### src/fbfla_pkg.sv
// Package for the fixed-size block free-list allocator.
// Holds field widths, mode, status and register codes, and parameter defaults.
// It has no dependencies. Every other file imports it.
`timescale 1ns / 1ps
`default_nettype none

package fbfla_pkg;

  // Field widths taken from the interface definition.
  localparam int unsigned MODE_W    = 2;
  localparam int unsigned STATUS_W  = 2;
  localparam int unsigned PORT_AW   = 32;
  localparam int unsigned BASE_W    = 32;
  localparam int unsigned BSIZE_W   = 16;
  localparam int unsigned IDX_W     = 8;
  localparam int unsigned SPAN_W    = BSIZE_W + IDX_W;
  localparam int unsigned CFG_IDX_W = 2;
  localparam int unsigned CFG_DW    = 32;

  // Defaults for the top-level parameters.
  localparam int unsigned DEF_MAX_BLOCKS = 255;
  localparam int unsigned DEF_ADDR_WIDTH = 32;

  // Operation codes on the mode field.
  localparam logic [MODE_W-1:0] MODE_ALLOC   = 2'd0;
  localparam logic [MODE_W-1:0] MODE_DEALLOC = 2'd1;
  localparam logic [MODE_W-1:0] MODE_INIT    = 2'd2;
  localparam logic [MODE_W-1:0] MODE_QUERY   = 2'd3;

  // Result status codes.
  localparam logic [STATUS_W-1:0] STATUS_OK       = 2'd0;
  localparam logic [STATUS_W-1:0] STATUS_NO_FREE  = 2'd1;
  localparam logic [STATUS_W-1:0] STATUS_NOT_OWNED = 2'd2;

  // Configuration register indexes.
  localparam logic [CFG_IDX_W-1:0] REG_BASE_ADDRESS = 2'd0;
  localparam logic [CFG_IDX_W-1:0] REG_BLOCK_SIZE   = 2'd1;
  localparam logic [CFG_IDX_W-1:0] REG_BLOCK_COUNT  = 2'd2;

endpackage

`default_nettype wire

### src/fixed_block_free_list_allocator_unit.sv
// Fixed-size block free-list allocator, top level; one item in flight, none overlap.
// Deallocating an owned block runs the bit-serial offset divider to find its index;
// initialize writes one link for each block of the region.
// A new item can be accepted at the edge that takes the result; the receiver cannot stall.
// Reset clears the configuration registers, head, free count and region flag, but not the link store.
`timescale 1ns / 1ps
`default_nettype none

module fixed_block_free_list_allocator_unit
  import fbfla_pkg::*;
#(
  parameter int unsigned MAX_BLOCKS = DEF_MAX_BLOCKS,
  parameter int unsigned ADDR_WIDTH = DEF_ADDR_WIDTH
) (
  input  wire logic                 clk_i,
  input  wire logic                 rst_ni,
  // Item channel.
  input  wire logic                 start,
  output logic                      busy,
  input  wire logic [MODE_W-1:0]    mode_i,
  input  wire logic [PORT_AW-1:0]   address_i,
  // Result beat.
  output logic                      done_o,
  output logic      [STATUS_W-1:0]  status_o,
  output logic      [PORT_AW-1:0]   block_address_o,
  output logic                      owns_o,
  output logic                      has_free_o,
  output logic                      all_free_o,
  output logic      [IDX_W-1:0]     free_count_o,
  // Configuration write channel.
  input  wire logic                 cfg_valid_i,
  output logic                      cfg_ready_o,
  input  wire logic [CFG_IDX_W-1:0] cfg_index_i,
  input  wire logic [CFG_DW-1:0]    cfg_data_i
);

  localparam int unsigned AW  = ADDR_WIDTH;
  localparam int unsigned MIW = $clog2(MAX_BLOCKS);
  // Width in which an offset and the region span are compared.
  localparam int unsigned CW  = (AW > SPAN_W) ? AW : SPAN_W;
  localparam logic [IDX_W-1:0] MAX_IDX = IDX_W'(MAX_BLOCKS);

  typedef enum logic [2:0] {
    S_IDLE,
    S_EVAL,
    S_CHECK,
    S_LINK,
    S_DIV,
    S_INIT
  } state_e;

  // Configuration registers.
  logic [BASE_W-1:0]  base_q;
  logic [BSIZE_W-1:0] bsize_q;
  logic [IDX_W-1:0]   count_q;

  // Allocator state and registered result beat.
  state_e             state_q, state_d;
  logic [IDX_W-1:0]   head_q, head_d;
  logic [IDX_W-1:0]   free_q, free_d;
  logic               region_q, region_d;
  logic               done_q, done_d;
  logic [STATUS_W-1:0] status_q, status_d;
  logic [PORT_AW-1:0] baddr_q, baddr_d;
  logic               owns_q, owns_d;
  logic               has_free_q, has_free_d;
  logic               all_free_q, all_free_d;
  logic [IDX_W-1:0]   free_cnt_q, free_cnt_d;

  // Per-item working registers.
  logic [MODE_W-1:0]  mode_q, mode_d;
  logic [AW-1:0]      addr_q, addr_d;
  logic [SPAN_W-1:0]  span_q, span_d;
  logic [SPAN_W-1:0]  prod_q, prod_d;
  logic [AW-1:0]      offset_q, offset_d;
  logic               ge_q, ge_d;
  logic [IDX_W-1:0]   init_cnt_q, init_cnt_d;

  // Link store and divider hookup.
  logic               mem_we, mem_re;
  logic [MIW-1:0]     mem_waddr;
  logic [IDX_W-1:0]   mem_wdata, mem_rdata;
  logic               div_start, div_done;
  logic [IDX_W-1:0]   div_quo;

  logic [IDX_W-1:0]   eff_count;
  logic [AW-1:0]      base_m;
  logic               accept;
  logic               owns_c;
  logic               emit;
  logic               link_ok_q;

  // A block count above the store depth is clipped to the depth.
  assign eff_count = (count_q > MAX_IDX) ? MAX_IDX : count_q;
  assign base_m    = AW'(base_q);
  assign accept    = start && (state_q == S_IDLE);
  assign busy      = (state_q != S_IDLE);

  // An address is owned when the region has been set up with a nonzero size
  // and count, and base <= address < base + size * count.
  assign owns_c = region_q && (bsize_q != '0) && (eff_count != '0) && ge_q &&
                  (CW'(offset_q) < CW'(span_q));

  // Configuration: always ready; writes beyond the register list are dropped.
  assign cfg_ready_o = 1'b1;

  always_ff @(posedge clk_i or negedge rst_ni) begin
    if (!rst_ni) begin
      base_q  <= '0;
      bsize_q <= '0;
      count_q <= '0;
    end else if (cfg_valid_i) begin
      case (cfg_index_i)
        REG_BASE_ADDRESS: base_q  <= cfg_data_i[BASE_W-1:0];
        REG_BLOCK_SIZE:   bsize_q <= cfg_data_i[BSIZE_W-1:0];
        REG_BLOCK_COUNT:  count_q <= cfg_data_i[IDX_W-1:0];
        default: begin
        end
      endcase
    end
  end

  // Main sequencer. Every item ends in exactly one cycle with emit set, which
  // loads the result beat; the beat shows on the outputs in the next cycle.
  always_comb begin
    state_d    = state_q;
    head_d     = head_q;
    free_d     = free_q;
    region_d   = region_q;
    done_d     = 1'b0;
    status_d   = status_q;
    baddr_d    = baddr_q;
    owns_d     = owns_q;
    has_free_d = has_free_q;
    all_free_d = all_free_q;
    free_cnt_d = free_cnt_q;

    mode_d     = mode_q;
    addr_d     = addr_q;
    span_d     = span_q;
    prod_d     = prod_q;
    offset_d   = offset_q;
    ge_d       = ge_q;
    init_cnt_d = init_cnt_q;

    mem_we     = 1'b0;
    mem_waddr  = '0;
    mem_wdata  = '0;
    mem_re     = 1'b0;
    div_start  = 1'b0;
    emit       = 1'b0;

    case (state_q)
      S_IDLE: begin
        if (accept) begin
          mode_d = mode_i;
          addr_d = AW'(address_i);
          if (mode_i == MODE_INIT) begin
            // Initialize always drops the old list first.
            head_d     = '0;
            free_d     = '0;
            region_d   = 1'b0;
            init_cnt_d = '0;
            if ((bsize_q == '0) || (eff_count == '0)) begin
              emit     = 1'b1;
              status_d = STATUS_NOT_OWNED;
              owns_d   = 1'b0;
              baddr_d  = '0;
            end else begin
              state_d = S_INIT;
            end
          end else begin
            state_d = S_EVAL;
          end
        end
      end

      S_EVAL: begin
        // Two narrow products and the offset, registered for the next step.
        span_d   = SPAN_W'(bsize_q) * SPAN_W'(eff_count);
        prod_d   = SPAN_W'(bsize_q) * SPAN_W'(head_q);
        offset_d = addr_q - base_m;
        ge_d     = (addr_q >= base_m);
        if (mode_q == MODE_ALLOC) begin
          owns_d  = 1'b0;
          baddr_d = '0;
          if (!region_q) begin
            emit     = 1'b1;
            status_d = STATUS_NOT_OWNED;
            state_d  = S_IDLE;
          end else if (free_q == '0) begin
            emit     = 1'b1;
            status_d = STATUS_NO_FREE;
            state_d  = S_IDLE;
          end else begin
            // Fetch the link of the head; a head beyond the store links to zero.
            mem_re  = (head_q < MAX_IDX);
            state_d = S_LINK;
          end
        end else begin
          state_d = S_CHECK;
        end
      end

      S_LINK: begin
        emit     = 1'b1;
        status_d = STATUS_OK;
        baddr_d  = PORT_AW'(base_m + AW'(prod_q));
        head_d   = link_ok_q ? mem_rdata : '0;
        free_d   = free_q - 1'b1;
        state_d  = S_IDLE;
      end

      S_CHECK: begin
        baddr_d = '0;
        owns_d  = owns_c;
        if (!owns_c) begin
          emit     = 1'b1;
          status_d = STATUS_NOT_OWNED;
          state_d  = S_IDLE;
        end else if (mode_q == MODE_DEALLOC) begin
          div_start = 1'b1;
          state_d   = S_DIV;
        end else begin
          emit     = 1'b1;
          status_d = STATUS_OK;
          state_d  = S_IDLE;
        end
      end

      S_DIV: begin
        if (div_done) begin
          // Push the freed index in front of the current head. A double free is
          // not caught; the free count stops at its maximum.
          mem_we    = (div_quo < MAX_IDX);
          mem_waddr = div_quo[MIW-1:0];
          mem_wdata = head_q;
          head_d    = div_quo;
          free_d    = (free_q == '1) ? free_q : free_q + 1'b1;
          emit      = 1'b1;
          status_d  = STATUS_OK;
          state_d   = S_IDLE;
        end
      end

      S_INIT: begin
        // Link entry i to i + 1, one entry per cycle.
        mem_we     = 1'b1;
        mem_waddr  = init_cnt_q[MIW-1:0];
        mem_wdata  = init_cnt_q + 1'b1;
        init_cnt_d = init_cnt_q + 1'b1;
        if (init_cnt_q == eff_count - 1'b1) begin
          free_d   = eff_count;
          region_d = 1'b1;
          emit     = 1'b1;
          status_d = STATUS_OK;
          owns_d   = 1'b0;
          baddr_d  = '0;
          state_d  = S_IDLE;
        end
      end

      default: begin
        state_d = S_IDLE;
      end
    endcase

    // Summary fields of the beat follow the free count after this item.
    if (emit) begin
      done_d     = 1'b1;
      has_free_d = (free_d != '0);
      all_free_d = (free_d == eff_count);
      free_cnt_d = free_d;
    end
  end

  always_ff @(posedge clk_i or negedge rst_ni) begin
    if (!rst_ni) begin
      state_q    <= S_IDLE;
      head_q     <= '0;
      free_q     <= '0;
      region_q   <= 1'b0;
      done_q     <= 1'b0;
      status_q   <= STATUS_OK;
      baddr_q    <= '0;
      owns_q     <= 1'b0;
      has_free_q <= 1'b0;
      all_free_q <= 1'b0;
      free_cnt_q <= '0;
    end else begin
      state_q    <= state_d;
      head_q     <= head_d;
      free_q     <= free_d;
      region_q   <= region_d;
      done_q     <= done_d;
      status_q   <= status_d;
      baddr_q    <= baddr_d;
      owns_q     <= owns_d;
      has_free_q <= has_free_d;
      all_free_q <= all_free_d;
      free_cnt_q <= free_cnt_d;
    end
  end

  // Working registers carry no reset; each is written before it is read.
  always_ff @(posedge clk_i) begin
    mode_q     <= mode_d;
    addr_q     <= addr_d;
    span_q     <= span_d;
    prod_q     <= prod_d;
    offset_q   <= offset_d;
    ge_q       <= ge_d;
    init_cnt_q <= init_cnt_d;
    link_ok_q  <= mem_re;
  end

  fbfla_mem #(
    .DEPTH (MAX_BLOCKS)
  ) u_mem (
    .clk_i   (clk_i),
    .we_i    (mem_we),
    .waddr_i (mem_waddr),
    .wdata_i (mem_wdata),
    .re_i    (mem_re),
    .raddr_i (head_q[MIW-1:0]),
    .rdata_o (mem_rdata)
  );

  fbfla_div u_div (
    .clk_i      (clk_i),
    .rst_ni     (rst_ni),
    .start_i    (div_start),
    .dividend_i (SPAN_W'(offset_q)),
    .divisor_i  (bsize_q),
    .done_o     (div_done),
    .quotient_o (div_quo)
  );

  assign done_o          = done_q;
  assign status_o        = status_q;
  assign block_address_o = baddr_q;
  assign owns_o          = owns_q;
  assign has_free_o      = has_free_q;
  assign all_free_o      = all_free_q;
  assign free_count_o    = free_cnt_q;

endmodule

`default_nettype wire

### src/fbfla_mem.sv
// Link store of the allocator: one write port, one read port, registered read.
// Depends on fbfla_pkg for the link width.
`timescale 1ns / 1ps
`default_nettype none

module fbfla_mem
  import fbfla_pkg::*;
#(
  parameter int unsigned DEPTH = DEF_MAX_BLOCKS
) (
  input  wire logic                     clk_i,
  input  wire logic                     we_i,
  input  wire logic [$clog2(DEPTH)-1:0] waddr_i,
  input  wire logic [IDX_W-1:0]         wdata_i,
  input  wire logic                     re_i,
  input  wire logic [$clog2(DEPTH)-1:0] raddr_i,
  output logic      [IDX_W-1:0]         rdata_o
);

  logic [IDX_W-1:0] mem_q [DEPTH];
  logic [IDX_W-1:0] rdata_q;

  always_ff @(posedge clk_i) begin
    if (we_i) begin
      mem_q[waddr_i] <= wdata_i;
    end
    if (re_i) begin
      rdata_q <= mem_q[raddr_i];
    end
  end

  assign rdata_o = rdata_q;

endmodule

`default_nettype wire

### src/fbfla_div.sv
// Restoring divider that turns a region offset into a block index, one bit a cycle.
// Depends on fbfla_pkg for the offset, block size and index widths.
`timescale 1ns / 1ps
`default_nettype none

module fbfla_div
  import fbfla_pkg::*;
(
  input  wire logic               clk_i,
  input  wire logic               rst_ni,
  input  wire logic               start_i,
  input  wire logic [SPAN_W-1:0]  dividend_i,
  input  wire logic [BSIZE_W-1:0] divisor_i,
  output logic                    done_o,
  output logic      [IDX_W-1:0]   quotient_o
);

  localparam int unsigned STEP_W = $clog2(IDX_W);

  logic              busy_q, done_q;
  logic [STEP_W-1:0] step_q;
  logic [SPAN_W-1:0] rem_q, dsh_q;
  logic [IDX_W-1:0]  quo_q;
  logic              fits;

  // The quotient is known to stay below 2^IDX_W, so the divisor starts
  // shifted up by IDX_W-1 places.
  assign fits = (rem_q >= dsh_q);

  always_ff @(posedge clk_i or negedge rst_ni) begin
    if (!rst_ni) begin
      busy_q <= 1'b0;
      done_q <= 1'b0;
      step_q <= '0;
    end else begin
      done_q <= 1'b0;
      if (start_i) begin
        busy_q <= 1'b1;
        step_q <= '0;
      end else if (busy_q) begin
        step_q <= step_q + 1'b1;
        if (step_q == STEP_W'(IDX_W - 1)) begin
          busy_q <= 1'b0;
          done_q <= 1'b1;
        end
      end
    end
  end

  always_ff @(posedge clk_i) begin
    if (start_i) begin
      rem_q <= dividend_i;
      dsh_q <= SPAN_W'(divisor_i) << (IDX_W - 1);
      quo_q <= '0;
    end else if (busy_q) begin
      if (fits) begin
        rem_q <= rem_q - dsh_q;
      end
      quo_q <= {quo_q[IDX_W-2:0], fits};
      dsh_q <= dsh_q >> 1;
    end
  end

  assign done_o     = done_q;
  assign quotient_o = quo_q;

endmodule

`default_nettype wire
### config.mk
export PLATFORM = sky130hd
export DESIGN_NAME = fixed_block_free_list_allocator_unit
export DESIGN_NICKNAME = d
export VERILOG_FILES = /design/src/fbfla_pkg.sv /design/src/fixed_block_free_list_allocator_unit.sv /design/src/fbfla_mem.sv /design/src/fbfla_div.sv
export SDC_FILE = /design/constraint.sdc
export NUM_CORES = 2
export LEC_CHECK = 0
export BUFFER_PORTS_ARGS = -buffer_cell sky130_fd_sc_hd__buf_2
export CORE_AREA = 10 10 492 494
export CTS_BUF_LIST = sky130_fd_sc_hd__clkbuf_16
export CTS_CLUSTER_SIZE = 10
export DETAILED_ROUTE_END_ITERATION = 8
export DIE_AREA = 0 0 502 504
export PLACE_DENSITY = 0.58
export SYNTH_ARGS = -nofsm -noshare
export SYNTH_HDL_FRONTEND = slang
export SYNTH_SLANG_ARGS = --single-unit
### constraint.sdc
create_clock -name clk_i -period 8.54 [get_ports clk_i]
set_clock_uncertainty 0.05 [all_clocks]
set_input_delay 0.854 -clock clk_i [delete_from_list [all_inputs] [get_ports clk_i]]
set_output_delay 0.854 -clock clk_i [all_outputs]
set_load 0.005 [all_outputs]
==> summary.txt <==
DR top layer: met4
Met2 wire length: 126000 um
WHS: 0.0945 ns
Setup Slack @ Placement: 2.26 ns
Critical path class: reg -> reg
DR DRC count: 0
CTS Buf Count: 293
Reg2Reg Depth: 18
Core area: 232000 um2
Vias per inst: 5.87
Metal-1 WL: 113000 um
Total Negative Setup Slacks: 0 ns
Final worst slack: 2.27 ns
Die Y: 504 um
FILL cells: 18783
Worst hold path type: in -> reg
Startpoint types: register
Clock Path Buffers: 4
Top cell by count, worst path: fa_1
Critical Path Max Stage Delay: 0.97 ns
Dpl hpwl: 162000 um
Max Slew Vio Count: 0
Max-cap viol count: 0
Worst EP required: 9.16 ns
Slowest CP cell: dfrtp_1
Vias in the first global route: 55981
Post-DR wirelength/cell: 28.4 um
Initial antenna violation count: 17
Die Wd: 502 um
Cts hold-fix bufs: 33
Final Util: 50.1%
Hold wc startpoint: cfg_data_i[28]
Post-synth cell types: 80
# resized after CTS: 0
Global route overflow: 0
Netlist Area Pre-Place: 104000 um2
Via Count: 54144
Final Cycle Share: 73.4%
Layout Nets: 6533
FP Rows: 177
First-pass GRT wire length: 389000 um
TritonCTS Sinks: 2354
Post-synth EDFFs: 2211
CTS HTree Levels: 5
RSZ-0062 raised after global routing: false
Setup violators final: 0
Synth warn: 0
Final wirelength: 262000 um
Avg Synthesized Cell Area: 17.7 um2
Fraction of layout cells with a size suffix above 1: 20.6%
Ys flop type: edfxtp_1
Drt pass-1 iters: 7
Postcts setup bufs: 0
Worst Hold Endpoint: base_m[28]
Max VDD drop: 0.532 mV
Status: complete, no violations
Worst Tran Pin Value: 1.22 ns
PD cells: 379 nW/um2
Post-synthesis register bit count: 2354
Final Hold Vio Count: 0
Fin crit period: 6.27 ns
Met3 Wirelength: 15400 um
Gpl congestion: 0.852
Lkg Pwr: 0.0398 uW
Post-Synthesis Cells: 5877
DRT antenna net count: 0
Worst r2r src: count_q[2]
Clock Pin Slew Worst Setup and Hold Paths: 0.05 ns
Layout Area Growth over Synthesis: 11.8%
Die Footprint: 253000 um2
CP Cell Sequence: nand2_1, fa_1, fa_1, inv_1, fa_1, inv_1, fa_1, inv_1, ha_1, or3_1, o221a_2, nor2_1, o21ai_0, o41ai_1, o21ai_0, or4_1, a2111o_1, o211a_1
Largest net degree at the start of global routing: 208
Hold Path Depth: 3
Reg2Reg Setup Slack: 2.27 ns
PortBufs: 118
Worst r2r dst: span_q[23]
Skew-Pair Late Insertion Delay: 0.92 ns
Fmax: 159 MHz
Worst relative slew slack: 18.4%
Initial Util: 44.8%
Global Route Usage Sum: 20.6%
Sequential area share after synthesis: 67.3%
Worst-path fanout max: 27
Root Buffer: clkbuf_16
CTS tree: built
CP arrival: 6.89 ns
Initial DRC count: 5495
I/O Pins: 120
Critical path capture point type: register
Syn Nets: 6317
Asr flop ratio synth: 5.40%
## cell families (layout without fill, tap and decap cells)
family,Yosys count,after routing,share of synthesized area (%)
buffers and inverters,631,926,2.35
AND/OR/NAND/NOR,1122,1122,5.09
XOR/XNOR,126,126,1.06
AO/OA/AOI/OAI,542,542,3.32
other,1,3,0.00361
adder cells (fa/ha/maj),368,368,5.67
flip-flops,2354,2354,67.3
multiplexers,733,733,15.2
## metal layers
layer  vias to the layer above  track usage, %
met4                         0            5.84
li1                      23232               -
met3                       406            3.21
met5                         -               0
met1                     28754            29.5
met2                      1752            32.8
## state kept, by name, indices dropped and copies added (netlist names), 16 cells and up
signal           flops
span_q              24
u_mem.mem_q       2040
u_div.dsh_q         23
prod_q              24
addr_q              32
u_div.rem_q         24
block_address_o     32
offset_q            32
bsize_q             16
base_m              32
## layout make-up
| class | count | area [um2] | area share, % |
|---|---|---|---|
| Sequential cell | 2354 | 69900 | 60.2 |
| Multi-Input combinational cell | 2892 | 31600 | 27.3 |
| Clock buffer | 296 | 7410 | 6.38 |
| Tap cell | 3043 | 3810 | 3.28 |
| Timing Repair Buffer | 231 | 1630 | 1.40 |
| Inverter | 321 | 1200 | 1.04 |
| Clock inverter | 78 | 449 | 0.387 |
| Antenna cell | 2 | 5.00 | 0.00431 |
## Yosys cell counts (43+ instances only)
| library cell | count | area share [%] |
|---|---|---|
| xnor2_1 | 87 | 0.73 |
| and2_1 | 216 | 1.3 |
| edfxtp_1 | 2211 | 64 |
| inv_1 | 320 | 1.2 |
| nand3_1 | 51 | 0.25 |
| clkbuf_1 | 226 | 0.82 |
| o21ai_0 | 167 | 0.80 |
| buf_2 | 43 | 0.21 |
| mux4_2 | 672 | 15 |
| nor3_1 | 49 | 0.24 |
| ha_1 | 197 | 2.4 |
| fa_1 | 171 | 3.3 |
| dfrtp_1 | 127 | 3.1 |
| nor2_1 | 405 | 1.5 |
| nand2_1 | 258 | 0.93 |
| a21o_1 | 53 | 0.38 |
| a21oi_1 | 126 | 0.61 |
## worst max path at each step
| stage | from | to | slack, ns |
|---|---|---|---|
| after global placement | count_q[2] | span_q[23] | 2.22 |
| after CTS | count_q[2] | span_q[23] | 2.26 |
| after detailed placement | count_q[2] | span_q[23] | 2.26 |
| after global routing | count_q[2] | span_q[23] | 1.83 |
| after floorplan | head_q[3] | prod_q[23] | 2.08 |
| final | count_q[2] | span_q[23] | 2.27 |
## placed cells by master (no fill, tap or decap), drive strengths merged, types with 10 or more instances in the layout
cell type,synthesis,final
edfxtp,2211,2211
mux4,672,672
nor2,405,405
inv,320,374
clkbuf,226,296
nand2,259,259
and2,216,216
buf,84,198
ha,197,197
fa,171,171
o21ai,167,167
a21oi,127,127
dfrtp,127,127
xnor2,87,87
a21o,53,53
nand3,51,51
nor3,49,49
xor2,39,39
mux2,33,33
dlygate4sd3,0,33
mux2i,28,28
nor2b,26,26
nand2b,24,24
o31ai,22,22
and3,20,20
clkinv,1,20
o21a,19,19
a31oi,16,16
nand4,16,16
dfxtp,16,16
nor4,14,14
o21bai,14,14
a22oi,11,11
a211oi,11,11
o211ai,10,10
## where the power goes
part | internal, uW | leakage (uW) | switching, uW | total (uW)
logic | 8300 | 0.0135 | 10500 | 18800
clock network | 6220 | 0.00403 | 4390 | 10600
registers | 13900 | 0.0222 | 617 | 14600
## through the flow
| stage | cell area [um2] | power (uW) | cells |
|---|---|---|---|
| 6_report | 116000 | 44000 | 9217 |
| 2_1_floorplan | 104000 | 28100 | 5877 |
| 3_5_place_dp | 108000 | 33800 | 8808 |
| 5_1_grt | 116000 | 46800 | 9217 |
| 4_1_cts | 116000 | 44500 | 9215 |
| 3_3_place_gp | 108000 | 33700 | 8808 |
## worst max-delay path, delay by kind of cell (launching register included)
family,cells,cell delay [ns]
adder cells (fa/ha/maj),5,2.24
AO/OA/AOI/OAI,6,1.48
AND/OR/NAND/NOR,4,1.16
flip-flops,1,0.97
buffers and inverters,3,0.14
(Power assumes the default switching activity.)
